[src/hw/rtl/gitt_mul_cmp.sv]
module gitt_mul_cmp #(
    parameter int W = 26
) (
    input  logic         aclk,
    input  logic         aresetn,
    input  logic         start,
    input  logic [W-1:0] a,
    input  logic [W-1:0] b,
    input  logic [W-1:0] c,
    input  logic [W-1:0] d,
    output logic         done,
    output logic         greater
);

    localparam int HW = (W + 1) / 2;
    localparam int PW = 2 * W;

    // a*b and c*d each built from four half-width partial products, registered and then summed into a register.
    logic [HW-1:0] al, ah, bl, bh, cl, ch, dl, dh;
    logic [PW-1:0] p_ll_reg, p_lh_reg, p_hl_reg, p_hh_reg;
    logic [PW-1:0] q_ll_reg, q_lh_reg, q_hl_reg, q_hh_reg;
    logic [PW-1:0] ab_reg, cd_reg;
    logic          s1_reg, s2_reg;

    assign al = HW'(a);
    assign ah = HW'(a >> HW);
    assign bl = HW'(b);
    assign bh = HW'(b >> HW);
    assign cl = HW'(c);
    assign ch = HW'(c >> HW);
    assign dl = HW'(d);
    assign dh = HW'(d >> HW);

    always_ff @(posedge aclk) begin
        p_ll_reg <= PW'(al) * PW'(bl);
        p_lh_reg <= PW'(al) * PW'(bh);
        p_hl_reg <= PW'(ah) * PW'(bl);
        p_hh_reg <= PW'(ah) * PW'(bh);
        q_ll_reg <= PW'(cl) * PW'(dl);
        q_lh_reg <= PW'(cl) * PW'(dh);
        q_hl_reg <= PW'(ch) * PW'(dl);
        q_hh_reg <= PW'(ch) * PW'(dh);
        ab_reg <= p_ll_reg + ((p_lh_reg + p_hl_reg) << HW) + (p_hh_reg << (2*HW));
        cd_reg <= q_ll_reg + ((q_lh_reg + q_hl_reg) << HW) + (q_hh_reg << (2*HW));
        if (!aresetn) begin
            s1_reg <= 1'b0;
            s2_reg <= 1'b0;
        end else begin
            s1_reg <= start;
            s2_reg <= s1_reg;
        end
    end

    assign done    = s2_reg;
    assign greater = ab_reg > cd_reg;

endmodule

[config.mk]
export PLATFORM = sky130hd
export DESIGN_NAME = gitt_mul_cmp
export DESIGN_NICKNAME = d
export VERILOG_FILES = /design/src/hw/rtl/gitt_mul_cmp.sv
export SDC_FILE = /design/constraint.sdc
export NUM_CORES = 2
export LEC_CHECK = 0
export BUFFER_PORTS_ARGS = -buffer_cell sky130_fd_sc_hd__buf_2
export CAP_MARGIN = 25
export CORE_MARGIN = 2
export CORE_UTILIZATION = 55
export DETAILED_ROUTE_END_ITERATION = 10
export PLACE_DENSITY_LB_ADDON = 0.25
export SYNTH_ARGS = -nofsm -noshare
export SYNTH_HDL_FRONTEND = slang
export SYNTH_SLANG_ARGS = --single-unit
[constraint.sdc]
create_clock -name aclk -period 7.6 [get_ports aclk]
set_input_delay 0.38 -clock aclk [delete_from_list [all_inputs] [get_ports aclk]]
set_output_delay 0.38 -clock aclk [all_outputs]
set_load 0.05 [all_outputs]
==> summary.txt <==
Status
  • Run status: completed

Place
  • Sum of net half-perimeters after detailed placement: 109,500 um
  • Number of port buffers: 108
  • RD Place Congestion: 0.9088

Route
  • Via density per instance: 5.397
  • DRT iter0 DRCs: 2,504
  • Routed WL per cell: 17.96 um
  • Total length of routed wires: 141,000 um
  • Number of iterations in the first detailed-routing pass: 7
  • Routed Antenna Nets: 0
  • Total vias in the final route: 42,370
  • DRC: 0

Yosys
  • Share of synthesized registers carrying an async set or reset: 0%
  • Number of standard cells after synthesis: 6,500
  • Post-synthesis sequential area ratio: 11.03%
  • Seq cells post-synth: 314
  • Post-synthesis instance area: 56,990 sq um
  • Yosys Warn Count: 0
  • Flip-flop cell with the highest count after synthesis: dfxtp_1
  • Number of nets produced by synthesis: 8,305
  • Count of flip-flops with a built-in enable after synthesis: 0
  • Number of distinct library cells after synthesis: 64
  • Synthesized area per cell: 8.768 sq um

Worst setup path
  • Flop-to-flop setup slack: 2.64 ns
  • Reg2reg path depth: 16
  • RR Startpoint: p_hl_reg[4]$_DFF_P_
  • Endpoint type of the worst setup path: flop
  • Data arrival time of the worst path: 6.24 ns
  • Crit Path Max Fanout: 26
  • R2R Path End: ab_reg[43]$_DFF_P_
  • Crit Path Category: input port to flop
  • Worst endpoint required time: 8.09 ns
  • Worst setup SP type: input port

STA
  • RSZ-0062 raised after global routing: no
  • Slew @ Worst Pin: 1.011 ns
  • Setup TNS: 0 ns
  • Max-slew headroom at the worst pin: 31.72%
  • Post-route clock skew: 0.01244 ns
  • Shortest clock period the worst path allows after layout: 5.749 ns
  • Final Max Slew Viols: 0
  • Count of final setup violators: 0
  • Max Clock Freq: 173.9 MHz
  • Post-route clock period utilization: 75.64%
  • Count of endpoints failing hold in the final timing report: 0

CTS
  • Number of clock buffers inserted by TritonCTS: 38
  • Post-cts resize count: 0
  • Maximum count of clock buffers along a single path: 3
  • Clock tree from TritonCTS: yes
  • Root buf cell: clkbuf_16
  • Register clock-pin slew on the reported worst setup and hold paths: 0.07 ns
  • Later-pin clock latency in the skew report: 0.58 ns
  • Count of H-tree levels built during CTS: 2
  • Clock sink count: 314

Die
  • Starting utilization of the core area: 55.22%
  • Number of placed I/O pins: 109
  • Core ar.: 103,200 sq um
  • Horizontal die dimension: 325.9 um
  • Overall die area: 106,200 sq um
  • Die outline height: 325.9 um
  • Standard-cell rows: 118

Cells and area
  • Most frequent cells in the layout: inv_1 (1,476), fa_1 (972), nand2_1 (819)
  • Post-layout net count: 8,245
  • Most common cell after layout, fill and taps aside: inv_1
  • Total of fill cells in the finished design: 9,226
  • Ratio of cells with drive above 1 in the final layout: 3.015%
  • Area added between synthesis and finish: 4.924%

Global routing
  • Total Routing Usage GR: 27.37%
  • Number of global-route vias before repair: 44,810
  • Global-route wire length before repair: 232,000 um
  • Antenna violations before repair: 15
  • Maximum number of pins on one net before global-route repair: 27
  • Total congestion overflow after global routing: 0

Worst hold path
  • Hold Path Sink: ab_reg[3]$_DFF_P_
  • Worst Hold Depth: 0
  • Hold path start: p_ll_reg[3]$_DFF_P_
  • Worst min-delay path class: flop to flop

Job
  • Number of max-cap violations: 0
## per-stage QoR
step | std cells | area, sq um | hold WS, ns | worst slack, ns | utilization, %
floorplan | 6500 | 56990 | 0.3096 | 2.100 | -
global route | 7848 | 59790 | 0.3255 | 1.490 | 57.94
detailed placement | 7777 | 58490 | 0.3135 | 1.386 | 56.67
global placement | 7777 | 58490 | 0.3132 | 1.388 | 56.67
CTS | 7848 | 59790 | 0.3230 | 1.974 | 57.94
finish | 7851 | 59800 | 0.3222 | 1.851 | 57.94
## synthesized netlist by cell type, types with 51 or more instances
| master | count | share of area [%] |
|---|---|---|
| and2_1 | 639 | 7.0 |
| o21ai_0 | 112 | 0.98 |
| nor3_1 | 54 | 0.47 |
| a21o_1 | 130 | 1.7 |
| xor2_1 | 70 | 1.1 |
| nand3_1 | 51 | 0.45 |
| fa_1 | 972 | 34 |
| nand2_1 | 819 | 5.4 |
| clkbuf_1 | 216 | 1.4 |
| ha_1 | 726 | 16 |
| xnor2_1 | 209 | 3.2 |
| dfxtp_1 | 314 | 11 |
| nor2_1 | 149 | 0.98 |
| a21oi_1 | 191 | 1.7 |
| inv_1 | 1476 | 9.7 |
## critical path, cell delays in order
cell and delay (ns):
buf_2 0.52, and2_1 0.24, fa_1 0.41, inv_1 0.07
fa_1 0.40, inv_1 0.08, fa_1 0.44, fa_1 0.54
inv_1 0.05, fa_1 0.47, inv_1 0.04, ha_1 0.32
a21o_1 0.19, a21oi_1 0.20, o21a_1 0.19, o21ai_0 0.20
o41ai_1 0.87, o311ai_0 0.25, a21oi_1 0.22, xnor2_1 0.14
## cell type report
| cell class | count | area (sq um) | area share [%] |
|---|---|---|---|
| clock inverters | 21 | 246.5 | 0.4122 |
| diodes | 3 | 7.507 | 0.01255 |
| repair buffers | 117 | 615.6 | 1.029 |
| multi-input cells | 4493 | 44350 | 74.17 |
| inverters | 1476 | 5540 | 9.265 |
| flip-flops and latches | 314 | 6286 | 10.51 |
| well taps | 1380 | 1727 | 2.888 |
| clock buffers | 47 | 1025 | 1.714 |
## per-layer routing
layer,vias up,global-route usage (%),wire length [um]
met5,-,0,35
li1,19630,-,-
met1,21280,37.30,62120
met3,256,4.884,10270
met2,1193,45.22,64990
met4,6,7.033,3561
## logic make-up (layout without fill, tap and decap cells)
kind of cell,Yosys count,count (layout),synth area share (%)
AO/OA/AOI/OAI,660,660,7.519
AND/OR/NAND/NOR,1855,1855,15.91
adder cells (fa/ha/maj),1698,1698,50.08
multiplexers,1,1,0.01756
XOR/XNOR,279,279,4.288
buffers and inverters,1693,1661,11.15
flip-flops,314,314,11.03
other,0,3,0
## worst max path at each step
stage	start	endpoint	slack, ns	cells after the start
floorplan	a[22]	p_hh_reg[19]$_DFF_P_	2.10	17
global placement	b[14]	p_hh_reg[25]$_DFF_P_	1.39	18
detailed placement	b[14]	p_lh_reg[24]$_DFF_P_	1.39	20
CTS	b[14]	p_lh_reg[24]$_DFF_P_	1.97	20
global route	b[15]	p_lh_reg[24]$_DFF_P_	1.49	20
finish	b[15]	p_lh_reg[24]$_DFF_P_	1.85	20
## repair_timing
item,CTS,global route
hold buffers,3,0
endpoints found under the hold margin,2,0
setup buffers,0,0
Power is not shown: default switching activity piles up to over one toggle a cycle in this logic, so the estimate is an artifact.
