File: config.mk
export PLATFORM = sky130hd
export DESIGN_NAME = gitt_iou_cmp
export DESIGN_NICKNAME = d
export VERILOG_FILES = /design/src/hw/rtl/gitt_pkg.sv /design/src/hw/rtl/gitt_iou_cmp.sv
export SDC_FILE = /design/constraint.sdc
export NUM_CORES = 1
export LEC_CHECK = 0
export BUFFER_PORTS_ARGS = -buffer_cell sky130_fd_sc_hd__buf_2
export CORE_ASPECT_RATIO = 0.6
export CORE_UTILIZATION = 60
export DETAILED_ROUTE_END_ITERATION = 8
export GPL_TIMING_DRIVEN = 1
export PLACE_DENSITY = 0.81
export SETUP_SLACK_MARGIN = 0.5
export SLEW_MARGIN = 15
export SYNTH_ARGS = -nofsm -noshare
export SYNTH_HDL_FRONTEND = slang
export SYNTH_SLANG_ARGS = --single-unit
File: constraint.sdc
create_clock -name aclk -period 8.2 [get_ports aclk]
set_clock_uncertainty 0.2 [all_clocks]
set_input_delay 1.64 -clock aclk [delete_from_list [all_inputs] [get_ports aclk]]
set_output_delay 1.64 -clock aclk [all_outputs]
set_load 0.03 [all_outputs]
File: src/hw/rtl/gitt_pkg.sv
package gitt_pkg;

    localparam int unsigned HITS_BITS = 8;
    localparam int unsigned AGE_BITS  = 9;
    localparam int unsigned ID_BITS   = 16;
    localparam logic [AGE_BITS-1:0]  AGE_MAX = '1;
    localparam logic [HITS_BITS-1:0] HITS_MAX = '1;
    localparam logic [ID_BITS-1:0]   ID_MAX = '1;

    typedef enum logic [1:0] {
        REG_MAX_AGE  = 2'd0,
        REG_MIN_HITS = 2'd1,
        REG_IOU_THR  = 2'd2
    } cfg_index_t;

    // Per-slot record fields other than the box.
    typedef struct packed {
        logic [ID_BITS-1:0]   id;
        logic [AGE_BITS-1:0]  age;
        logic [HITS_BITS-1:0] hits;
    } slot_meta_t;

endpackage

File: src/hw/rtl/gitt_iou_cmp.sv
module gitt_iou_cmp
    import gitt_pkg::*;
#(
    parameter int COORD_BITS = 12
) (
    input  logic                    aclk,
    input  logic                    aresetn,
    input  logic                    start,
    input  logic [COORD_BITS-1:0]   ax,
    input  logic [COORD_BITS-1:0]   ay,
    input  logic [COORD_BITS-1:0]   aw,
    input  logic [COORD_BITS-1:0]   ah,
    input  logic [COORD_BITS-1:0]   bx,
    input  logic [COORD_BITS-1:0]   by,
    input  logic [COORD_BITS-1:0]   bw,
    input  logic [COORD_BITS-1:0]   bh,
    output logic                    done,
    output logic [2*COORD_BITS+1:0] inter,
    output logic [2*COORD_BITS+1:0] uni
);

    localparam int CB = COORD_BITS;
    localparam int AW = 2 * CB + 2;

    logic [CB:0]   dx_reg, dy_reg;
    logic [2*CB-1:0] area_a_reg, area_b_reg;
    logic          s1_reg;
    logic [AW-1:0] inter_reg, uni_reg;
    logic          s2_reg;

    logic [CB:0] x0, y0, x1, y1, ra, rb, ba, bb;
    logic [AW-1:0] inter_c;

    always_comb begin
        x0 = (ax > bx) ? {1'b0, ax} : {1'b0, bx};
        y0 = (ay > by) ? {1'b0, ay} : {1'b0, by};
        ra = {1'b0, ax} + {1'b0, aw};
        rb = {1'b0, bx} + {1'b0, bw};
        ba = {1'b0, ay} + {1'b0, ah};
        bb = {1'b0, by} + {1'b0, bh};
        x1 = (ra < rb) ? ra : rb;
        y1 = (ba < bb) ? ba : bb;
        inter_c = AW'(dx_reg) * AW'(dy_reg);
    end

    always_ff @(posedge aclk) begin
        if (x1 > x0 && y1 > y0) begin
            dx_reg <= x1 - x0;
            dy_reg <= y1 - y0;
        end else begin
            dx_reg <= '0;
            dy_reg <= '0;
        end
        area_a_reg <= (2*CB)'(aw) * (2*CB)'(ah);
        area_b_reg <= (2*CB)'(bw) * (2*CB)'(bh);
        inter_reg  <= inter_c;
        uni_reg    <= AW'(area_a_reg) + AW'(area_b_reg) - inter_c;
        if (!aresetn) begin
            s1_reg <= 1'b0;
            s2_reg <= 1'b0;
        end else begin
            s1_reg <= start;
            s2_reg <= s1_reg;
        end
    end

    assign done  = s2_reg;
    assign inter = inter_reg;
    assign uni   = uni_reg;

endmodule

==> out/metrics.csv, run 1 <==
metric,value,unit
Post-DP HPWL,54800,um
Setup Crit Path Kind,register to register,
Slew Limit Fails,0,
Mapped Nets,3510,
Final Hold Fails,0,
setup_tns,0,ps
PortBufs,151,
number of global-route vias before repair,19756,
H-tree Lvls,4,
initial core utilization,60.8,%
Finish-stage setup viols,0,
Async SR Flop Fraction,0,%
row count,56,
Post-synth EDFFs,0,
worst path required time,8320,ps
area occupied by multi-input gates,0.0190,mm2
WP data arrival,7670,ps
Final nets,3630,
share of layout cells above drive strength 1,10.4,%
drt first-iter violations,1371,
CP startpoint kind,register,
Core Area,0.0390,mm2
hold_buf cts,0,
Netlist Area Pre-Place,0.0237,mm2
Power Total,0.0117,W
Slew headroom,49.4,%
Power Density,452,mW/mm2
part of the Yosys area used for sequential elements,10.8,%
total number of vias,19126,
Max Buffers Root-to-Sink,2,
Worst Tran Pin Value,759,ps
crit end category,register,
Synth Register Bits,128,
Die W,259,um
pin count of the biggest net entering global routing,20,
status,"complete, no violations",
final setup margin,657,ps
R2R Setup Slk,660,ps
Leak,13.6,nW
maximum fanout along the worst path,13,
Ys Warns,0,
Avg Inst Size Synth,8.73,um2
FILL cells,3160,
top-area cell type share of the netlist area,29.6,%
Max Clk Rate,0.133,GHz
I/O pin cnt,152,
Max VDD drop,0.000479,V
area delta synth->final,9.03,%
placed instance count,3330,
wire per inst,19.1,um
storage element area,0.00262,mm2
GRT Overall Usage,33.3,%
Post-synth top flop,dfxtp_1,
Synth area leaders,"fa_1 (30%), ha_1 (18%), dfxtp_1 (11%)",
drt pass-1 iters,6,
first-pass GRT wire length,104000,um
period utilization,92.0,%
grt ovf,0,
via/cell ratio,5.67,
Routed WL,64500,um
pre-CTS WS,127,ps
CTS sink cnt,128,
clock buffer count from CTS,17,
Antenna Nets Post-Route,0,
Die H,156,um
Final GP Congestion,0.950,
total die area,0.0404,mm2
Syn Inst Count,2719,
worst skew pair latency,450,ps
fin cells,3376,
CTS tree,built,
clock-pin slew on the worst setup and hold paths,70,ps
fin util,66.3,%
unrepaired setup endpoints after global routing,no,
initial antenna violation count,3,
leading area contributor after synthesis,fa_1,
distinct cell type count after synthesis,71,
type of the most critical hold path,register to register,
drc violations,0,
root buf cell,clkbuf_16,
post-route minimum period,7540,ps
MaxCap Viol Count,0,
[metrics by stage]
stage / area, um2 / hold slack, ps
after floorplan: 23700 / 212
after global placement: 25000 / 218
after detailed placement: 25000 / 227
after CTS: 25600 / 242
after global routing: 25900 / 253
final: 25900 / 237
[critical path, stage by stage, from the launching register on]
cell and delay, ps:
dfxtp_4 470, nand2_1 110, fa_1 540, inv_1 60, fa_1 510, fa_1 530, fa_1 490, inv_1 50
fa_1 470, inv_1 50, ha_2 370, nand3_1 120, nor3_2 220, a211oi_2 90, buf_4 170, a21oi_4 190
xor2_1 120, fa_1 530, inv_1 50, ha_1 380, nand3_1 240, o31ai_1 540, a22oi_1 290, a21oi_1 330
mux2i_1 210, nand3_1 80
[path summary, 6_finish.rpt]
check        cells after the start  endpoint      start
min                              1      done     s1_reg
max                             25   uni[24]  dy_reg[4]
min reg2reg                      1      done     s1_reg
max reg2reg                     25   uni[24]  dy_reg[4]
[cells by family (layout without fill, tap and decap cells)]
family	after synthesis	in the layout	share of synthesized area (%)
AND/OR/NAND/NOR	744	744	15.1
adder cells (fa/ha/maj)	692	692	47.6
buffers and inverters	622	755	9.91
AO/OA/AOI/OAI	354	354	9.83
XOR/XNOR	138	138	5.09
flip-flops	128	128	10.8
multiplexers	41	41	1.76
other	0	2	0
[routing by layer]
| layer | routed length [um] | vias to the layer above | global-route usage (%) | share of wire [%] |
|---|---|---|---|---|
| li1 | - | 8827 | - | - |
| met1 | 29100 | 9375 | 47.6 | 45 |
| met2 | 28100 | 817 | 51.3 | 44 |
| met3 | 5680 | 107 | 6.19 | 8.8 |
| met4 | 1600 | 0 | 9.47 | 2.5 |
| met5 | 0 | - | 0 | 0 |
[cells in the final DEF, fill, tap and decap left out, types with 5 or more instances in the layout]
cell       instances
nor2b_1           12
o31a_1             6
or2_2              9
ha_4               5
clkbuf_16         17
o211ai_1           6
nor3_1            32
nor2_1            81
nand4_1           20
xnor2_1           95
nand2b_1          13
nand2_1          342
and2_1           176
o21bai_1          27
nand3_1           17
a211oi_1           5
o21a_1            15
inv_6              6
mux2_2             6
buf_4             34
fa_1             351
nor4_1             6
mux2i_1           35
or3_1              5
a2111oi_0          5
dfxtp_2           13
a21oi_1          117
inv_1            535
a21oi_2           10
buf_2            150
dfxtp_1          105
and3_1             9
o21ai_0           43
xor2_1            42
o31ai_1            6
a21o_1            64
a31oi_1           11
dfxtp_4           10
ha_1             334
[cells in the mapped netlist (all sizes together) (17+ instances only)]
cell    number
a21o        64
a21oi      128
and2       177
clkbuf      76
dfxtp      128
fa         351
ha         341
inv        537
mux2i       35
nand2      343
nand3       17
nand4       20
nor2        83
nor3        33
o21ai       46
o21bai      27
xnor2       96
xor2        42
[cell type report]
cell class / instances / area share, %
repair buffers: 186 / 3.99
inverters: 537 / 7.78
flip-flops and latches: 128 / 10.1
clock inverters: 14 / 0.556
clock buffers: 18 / 1.70
multi-input cells: 1969 / 73.3
well taps: 522 / 2.52
diodes: 2 / 0.0193
[timing repair]
item | in CTS | in global routing
setup buffers | 0 | 12
gates cloned | 0 | 0
hold endpoints to repair | 0 | 0
endpoints found under the setup margin | 7 | 31
pin swaps | 0 | 11
resized for setup | 11 | 54
[power by group]
group | total, W | leakage [nW] | internal, W | switching, W
clock network | 0.000771 | 0.287 | 0.000435 | 0.000336
registers | 0.00130 | 1.08 | 0.00104 | 0.000258
logic | 0.00964 | 12.2 | 0.00390 | 0.00574
No activity file was read; power rests on OpenSTA's default activity.
==> run 2: changes to the inputs <==
--- a/config.mk
+++ b/config.mk
@@ -5,12 +5,12 @@
 export SDC_FILE = /design/constraint.sdc
 export NUM_CORES = 1
 export LEC_CHECK = 0
-export BUFFER_PORTS_ARGS = -buffer_cell sky130_fd_sc_hd__buf_2
 export CORE_ASPECT_RATIO = 0.6
 export CORE_UTILIZATION = 60
 export DETAILED_ROUTE_END_ITERATION = 8
+export DONT_BUFFER_PORTS = 1
 export GPL_TIMING_DRIVEN = 1
-export PLACE_DENSITY = 0.81
+export PLACE_DENSITY = 0.78
 export SETUP_SLACK_MARGIN = 0.5
 export SLEW_MARGIN = 15
 export SYNTH_ARGS = -nofsm -noshare
==> constraint.sdc (replaced) <==
create_clock -name aclk -period 9 [get_ports aclk]
set_clock_uncertainty 0.2 [all_clocks]
set_input_delay 1.8 -clock aclk [delete_from_list [all_inputs] [get_ports aclk]]
set_output_delay 1.8 -clock aclk [all_outputs]
set_load 0.03 [all_outputs]
==> out/metrics.csv, run 2 (same netlist as run 1, synthesis figures left out) <==
metric,value,unit,change
hold_buf cts,0,,unchanged
total setup buffers inserted after CTS,0,,unchanged
drc violations,0,,unchanged
Worst Tran Pin Value,964,ps,was 759 ps
status,"complete, no violations",,unchanged
WP data arrival,8260,ps,was 7670 ps
Routed WL,63600,um,was 64500 um
Final Hold Fails,0,,unchanged
pin count of the biggest net entering global routing,27,,was 20
"most common cell after layout, fill and taps aside",inv_1,,unchanged
CTS tree,built,,unchanged
n_diodes,0,,was 2
Max VDD drop,0.000354,V,was 0.000479 V
via/cell ratio,5.75,,was 5.67
Core Area,0.0390,mm2,unchanged
initial antenna violation count,0,,was 3
PortBufs,0,,was 151
GRT Overall Usage,32.9,%,was 33.3%
type of the most critical hold path,register to register,,unchanged
Slew Limit Fails,0,,unchanged
min-delay src,s1_reg,,unchanged
Die W,259,um,unchanged
setup_tns,0,ps,unchanged
finished layout cell area,0.0247,mm2,was 0.0259 mm2
area post-placement,0.0241,mm2,was 0.0250 mm2
storage element area,0.00257,mm2,was 0.00262 mm2
drt first-iter violations,1496,,was 1371
MaxCap Viol Count,0,,unchanged
Antenna Nets Post-Route,0,,unchanged
worst skew pair latency,460,ps,was 450 ps
row count,56,,unchanged
area occupied by multi-input gates,0.0188,mm2,was 0.0190 mm2
Final GP Congestion,0.928,,was 0.950
Die H,156,um,unchanged
first-pass GRT wire length,102000,um,was 104000 um
worst path required time,9120,ps,was 8320 ps
clock buffer count from CTS,17,,unchanged
Slew headroom,35.4,%,was 49.4%
period utilization,90.5,%,was 92.0%
initial core utilization,60.8,%,unchanged
area delta synth->final,4.05,%,was 9.03%
I/O pin cnt,152,,unchanged
unrepaired setup endpoints after global routing,no,,unchanged
clock-pin slew on the worst setup and hold paths,70,ps,about the same
post-route minimum period,8140,ps,was 7540 ps
CTS sink cnt,128,,unchanged
Finish-stage setup viols,0,,unchanged
Max Buffers Root-to-Sink,2,,unchanged
fin util,63.3,%,was 66.3%
grt ovf,0,,unchanged
Post-DP HPWL,53600,um,was 54800 um
reg2reg start,dy_reg[8],,was dy_reg[4]
FILL cells,3265,,was 3160
total number of vias,18369,,was 19126
total die area,0.0404,mm2,unchanged
H-tree Lvls,4,,unchanged
Leak,12.8,nW,was 13.6 nW
share of layout cells above drive strength 1,3.03,%,was 10.4%
drt pass-1 iters,5,,was 6
"commonest cells after routing, fill and taps aside","inv_1 (537), fa_1 (351), nand2_1 (343), ha_1 (341), and2_1 (177)",,"was inv_1 (535), fa_1 (351), nand2_1 (342), ha_1 (334), and2_1 (176)"
CP startpoint kind,register,,unchanged
wire per inst,19.9,um,was 19.1 um
Power Density,408,mW/mm2,was 452 mW/mm2
maximum fanout along the worst path,13,,unchanged
number of global-route vias before repair,19264,,was 19756
root buf cell,clkbuf_16,,unchanged
Max Clk Rate,0.123,GHz,was 0.133 GHz
crit end category,register,,unchanged
Final nets,3451,,was 3630
Setup crit start,dy_reg[8],,was dy_reg[4]
Setup Crit Path Kind,register to register,,unchanged
run 2: stage by stage:
| step | total power (W) | hold WS, ps | instances | setup slack (ps) |
|---|---|---|---|---|
| global route | 0.0111 | 251 | 3194 | 500 |
| CTS | 0.00998 | 237 | 3194 | 533 |
| floorplan | 0.00717 | 212 | 2719 | 1660 |
| detailed placement | 0.00922 | 225 | 3163 | 566 |
| global placement | 0.00897 | 218 | 3163 | 642 |
| finish | 0.0101 | 232 | 3194 | 858 |
run 2: worst max-delay path, stage by stage, from the launching register on:
cell and delay, ps:
dfxtp_1 820, and2_1 250, fa_1 430, inv_1 90
fa_1 380, inv_1 70, fa_1 430, fa_1 520
inv_1 60, fa_1 510, inv_1 50, ha_1 370
nand3_1 120, nor3_1 210, a211oi_2 170, a21oi_2 320
nand3_1 110, and2_1 190, xnor2_1 260, fa_1 460
inv_1 70, ha_1 280, a21o_1 220, a21o_1 180
a21o_1 210, a2111o_1 500, a311o_1 360, xnor2_1 140
run 2: per-layer routing:
layer | global-route usage (%) | vias to the layer above | routed length [um]
li1 | - | 8466 | -
met1 | 46.7 | 8976 | 28800
met2 | 50.0 | 816 | 26900
met3 | 6.81 | 111 | 5750
met4 | 11.0 | 0 | 2110
met5 | 0 | - | 0
run 2: power breakdown:
group          internal [W]  total, W  switching, W
clock network      0.000401  0.000689      0.000288
logic               0.00329   0.00797       0.00468
registers          0.000939   0.00144      0.000500
run 2: path summary, 6_finish.rpt:
kind,end,slack [ps],depth (start not counted)
setup / recovery,uni[25],860,27
hold / removal,done,230,1
setup reg to reg,uni[25],860,27
hold reg to reg,done,230,1
run 2: timing repair:
action,CTS,global route
resized for setup,0,11
setup endpoints to repair,0,6
hold endpoints to repair,0,0
run 2: area by class of cell:
type / count / share of cell area (%)
clock buffers: 20 / 1.89
clock inverters: 11 / 0.430
inverters: 537 / 8.16
multi-input cells: 1969 / 76.3
flip-flops and latches: 128 / 10.4
well taps: 522 / 2.64
repair buffers: 7 / 0.213
==> run 3: changes to the inputs <==
--- a/config.mk
+++ b/config.mk
@@ -5,12 +5,12 @@
 export SDC_FILE = /design/constraint.sdc
 export NUM_CORES = 1
 export LEC_CHECK = 0
-export CORE_ASPECT_RATIO = 0.6
+export CORE_ASPECT_RATIO = 0.7
 export CORE_UTILIZATION = 60
 export DETAILED_ROUTE_END_ITERATION = 8
 export DONT_BUFFER_PORTS = 1
 export GPL_TIMING_DRIVEN = 1
-export PLACE_DENSITY = 0.78
+export PLACE_DENSITY = 0.81
 export SETUP_SLACK_MARGIN = 0.5
 export SLEW_MARGIN = 15
 export SYNTH_ARGS = -nofsm -noshare
==> constraint.sdc (replaced) <==
create_clock -name aclk -period 7.2 [get_ports aclk]
set_clock_uncertainty 0.2 [all_clocks]
set_input_delay 1.44 -clock aclk [delete_from_list [all_inputs] [get_ports aclk]]
set_output_delay 1.44 -clock aclk [all_outputs]
set_load 0.03 [all_outputs]
==> out/metrics.csv, run 3 (same netlist as run 1, synthesis figures left out) <==
metric,value,unit,change
CTS sink cnt,128,,unchanged
worst skew pair latency,430,ps,was 460 ps
PortBufs,0,,unchanged
min-delay src,s1_reg,,unchanged
worst path required time,7300,ps,was 9120 ps
status,"complete, no violations",,unchanged
finished layout cell area,0.0262,mm2,was 0.0247 mm2
drt first-iter violations,1329,,was 1496
GRT Overall Usage,33.6,%,was 32.9%
CP startpoint kind,register,,unchanged
Die W,240,um,was 259 um
hold depth,1,,unchanged
root buf cell,clkbuf_16,,unchanged
Max Buffers Root-to-Sink,2,,unchanged
Max Clk Rate,0.140,GHz,was 0.123 GHz
Hold Path Sink,done,,unchanged
drt pass-1 iters,5,,unchanged
pin count of the biggest net entering global routing,17,,was 27
number of global-route vias before repair,20111,,was 19264
Core Area,0.0387,mm2,was 0.0390 mm2
type of the most critical hold path,register to register,,unchanged
R2R Setup Slk,80,ps,was 860 ps
Die H,168,um,was 156 um
H-tree Lvls,4,,unchanged
drc violations,0,,unchanged
total die area,0.0404,mm2,about the same
Post-DP HPWL,54400,um,was 53600 um
initial core utilization,61.3,%,was 60.8%
Antenna Nets Post-Route,0,,unchanged
Finish-stage setup viols,0,,unchanged
Setup Crit Path Kind,register to register,,unchanged
unrepaired setup endpoints after global routing,yes,,was no
"commonest cells after routing, fill and taps aside","inv_1 (528), fa_1 (346), nand2_1 (340), ha_1 (320), and2_1 (171)",,"was inv_1 (537), fa_1 (351), nand2_1 (343), ha_1 (341), and2_1 (177)"
clock buffer count from CTS,17,,unchanged
first-pass GRT wire length,105000,um,was 102000 um
period utilization,98.9,%,was 90.5%
crit end category,register,,unchanged
Final GP Congestion,0.967,,was 0.928
reg-to-reg endpoint,uni[25],,unchanged
Final Hold Fails,0,,unchanged
Slew headroom,34.8,%,was 35.4%
Routed WL,66100,um,was 63600 um
total number of vias,18957,,was 18369
grt ovf,0,,unchanged
reg2reg start,dx_reg[5],,was dy_reg[8]
"most common cell after layout, fill and taps aside",inv_1,,unchanged
wire per inst,20.1,um,was 19.9 um
clock-pin slew on the worst setup and hold paths,70,ps,about the same
initial antenna violation count,7,,was 0
n_diodes,0,,unchanged
share of layout cells above drive strength 1,11.0,%,was 3.03%
area delta synth->final,10.3,%,was 4.05%
post-route minimum period,7120,ps,was 8140 ps
row count,60,,was 56
area post-placement,0.0247,mm2,was 0.0241 mm2
MaxCap Viol Count,0,,unchanged
maximum fanout along the worst path,4,,was 13
reg2reg path depth,27,,unchanged
WP data arrival,7220,ps,was 8260 ps
hold_ws,236,ps,was 232 ps
via/cell ratio,5.76,,was 5.75
CTS tree,built,,unchanged
Slew Limit Fails,0,,unchanged
Worst Tran Pin Value,970,ps,was 964 ps
I/O pin cnt,152,,unchanged
Final nets,3541,,was 3451
## run 3: changes by cell type in the layout (fill, tap and decap cells not counted), moves of 7 or more
cell	delta
a21oi_1	-30
a21oi_2	+28
buf_4	+82
dfxtp_4	+7
ha_1	-21
ha_4	+15
inv_1	-9
inv_2	+9
o21ai_0	-9
xnor2_1	-11
xnor2_2	+11
## run 3: cell type report
| class | instances | area, um2 |
|---|---|---|
| timing repair buffer | 97 | 786 |
| clock inverter | 14 | 133 |
| clock buffer | 17 | 425 |
| tap | 527 | 659 |
| multi-input combinational | 1969 | 19600 |
| sequential | 128 | 2600 |
| inverter | 537 | 2020 |
| fill | 3075 | 12500 |
## run 3: worst max path at each step
| stage | startpoint | endpoint | slack (ps) | cells past startpoint |
|---|---|---|---|---|
| after global placement | dy_reg[1] | uni[25] | 10 | 30 |
| final | dx_reg[5] | uni[25] | 80 | 27 |
| after detailed placement | dy_reg[1] | uni[25] | -110 | 30 |
| after floorplan | dx_reg[8] | uni[25] | 370 | 27 |
| after CTS | dx_reg[5] | uni[25] | 210 | 27 |
| after global routing | dx_reg[5] | uni[25] | -140 | 27 |
## run 3: routing by layer
metal  GRT usage, %  share of wire [%]  vias up
li1               -                  -     8641
met1           44.5                 41     9357
met2           53.9                 45      825
met3           7.68                9.6      132
met4           12.0                3.8        2
met5              0              0.021        -
## run 3: worst max-delay path, cell delays in order, from the launching register on
cell and delay [ps]:
dfxtp_2 330, and2_1 170, fa_1 530, inv_1 60
fa_1 540, inv_1 50, fa_1 460, fa_1 500
inv_1 50, fa_1 500, inv_2 50, ha_4 220
a21o_1 190, o21bai_4 190, a211oi_2 260, a21oi_2 110
nand3_1 90, and2_4 180, xnor2_2 90, fa_1 520
inv_2 50, ha_4 250, a21o_1 170, a21o_1 160
a21o_1 180, a2111o_1 410, a311o_1 350, xnor2_1 140
## run 3: metrics by stage
step	setup TNS [ps]	cells	util [%]	worst slack, ps
finish	0	3289	67.6	80.0
global route	-250	3289	67.6	-141
CTS	0	3259	65.9	207
detailed placement	-130	3214	63.7	-112
global placement	0	3214	63.7	13.3
floorplan	0	2719	-	373
## run 3: repair_timing
item                                    4_1_cts  5_1_grt
gates cloned                                  0        1
endpoints found under the setup margin       12       42
hold buffers                                  0        0
endpoints found under the hold margin         0        0
buffers inserted                             14       29
resized for setup                            49       97
pin swaps                                    23       47
Power of run 3 is left out: the tool's default activity adds up to more than one toggle a clock period on the data nets, which glitch-free logic cannot reach.
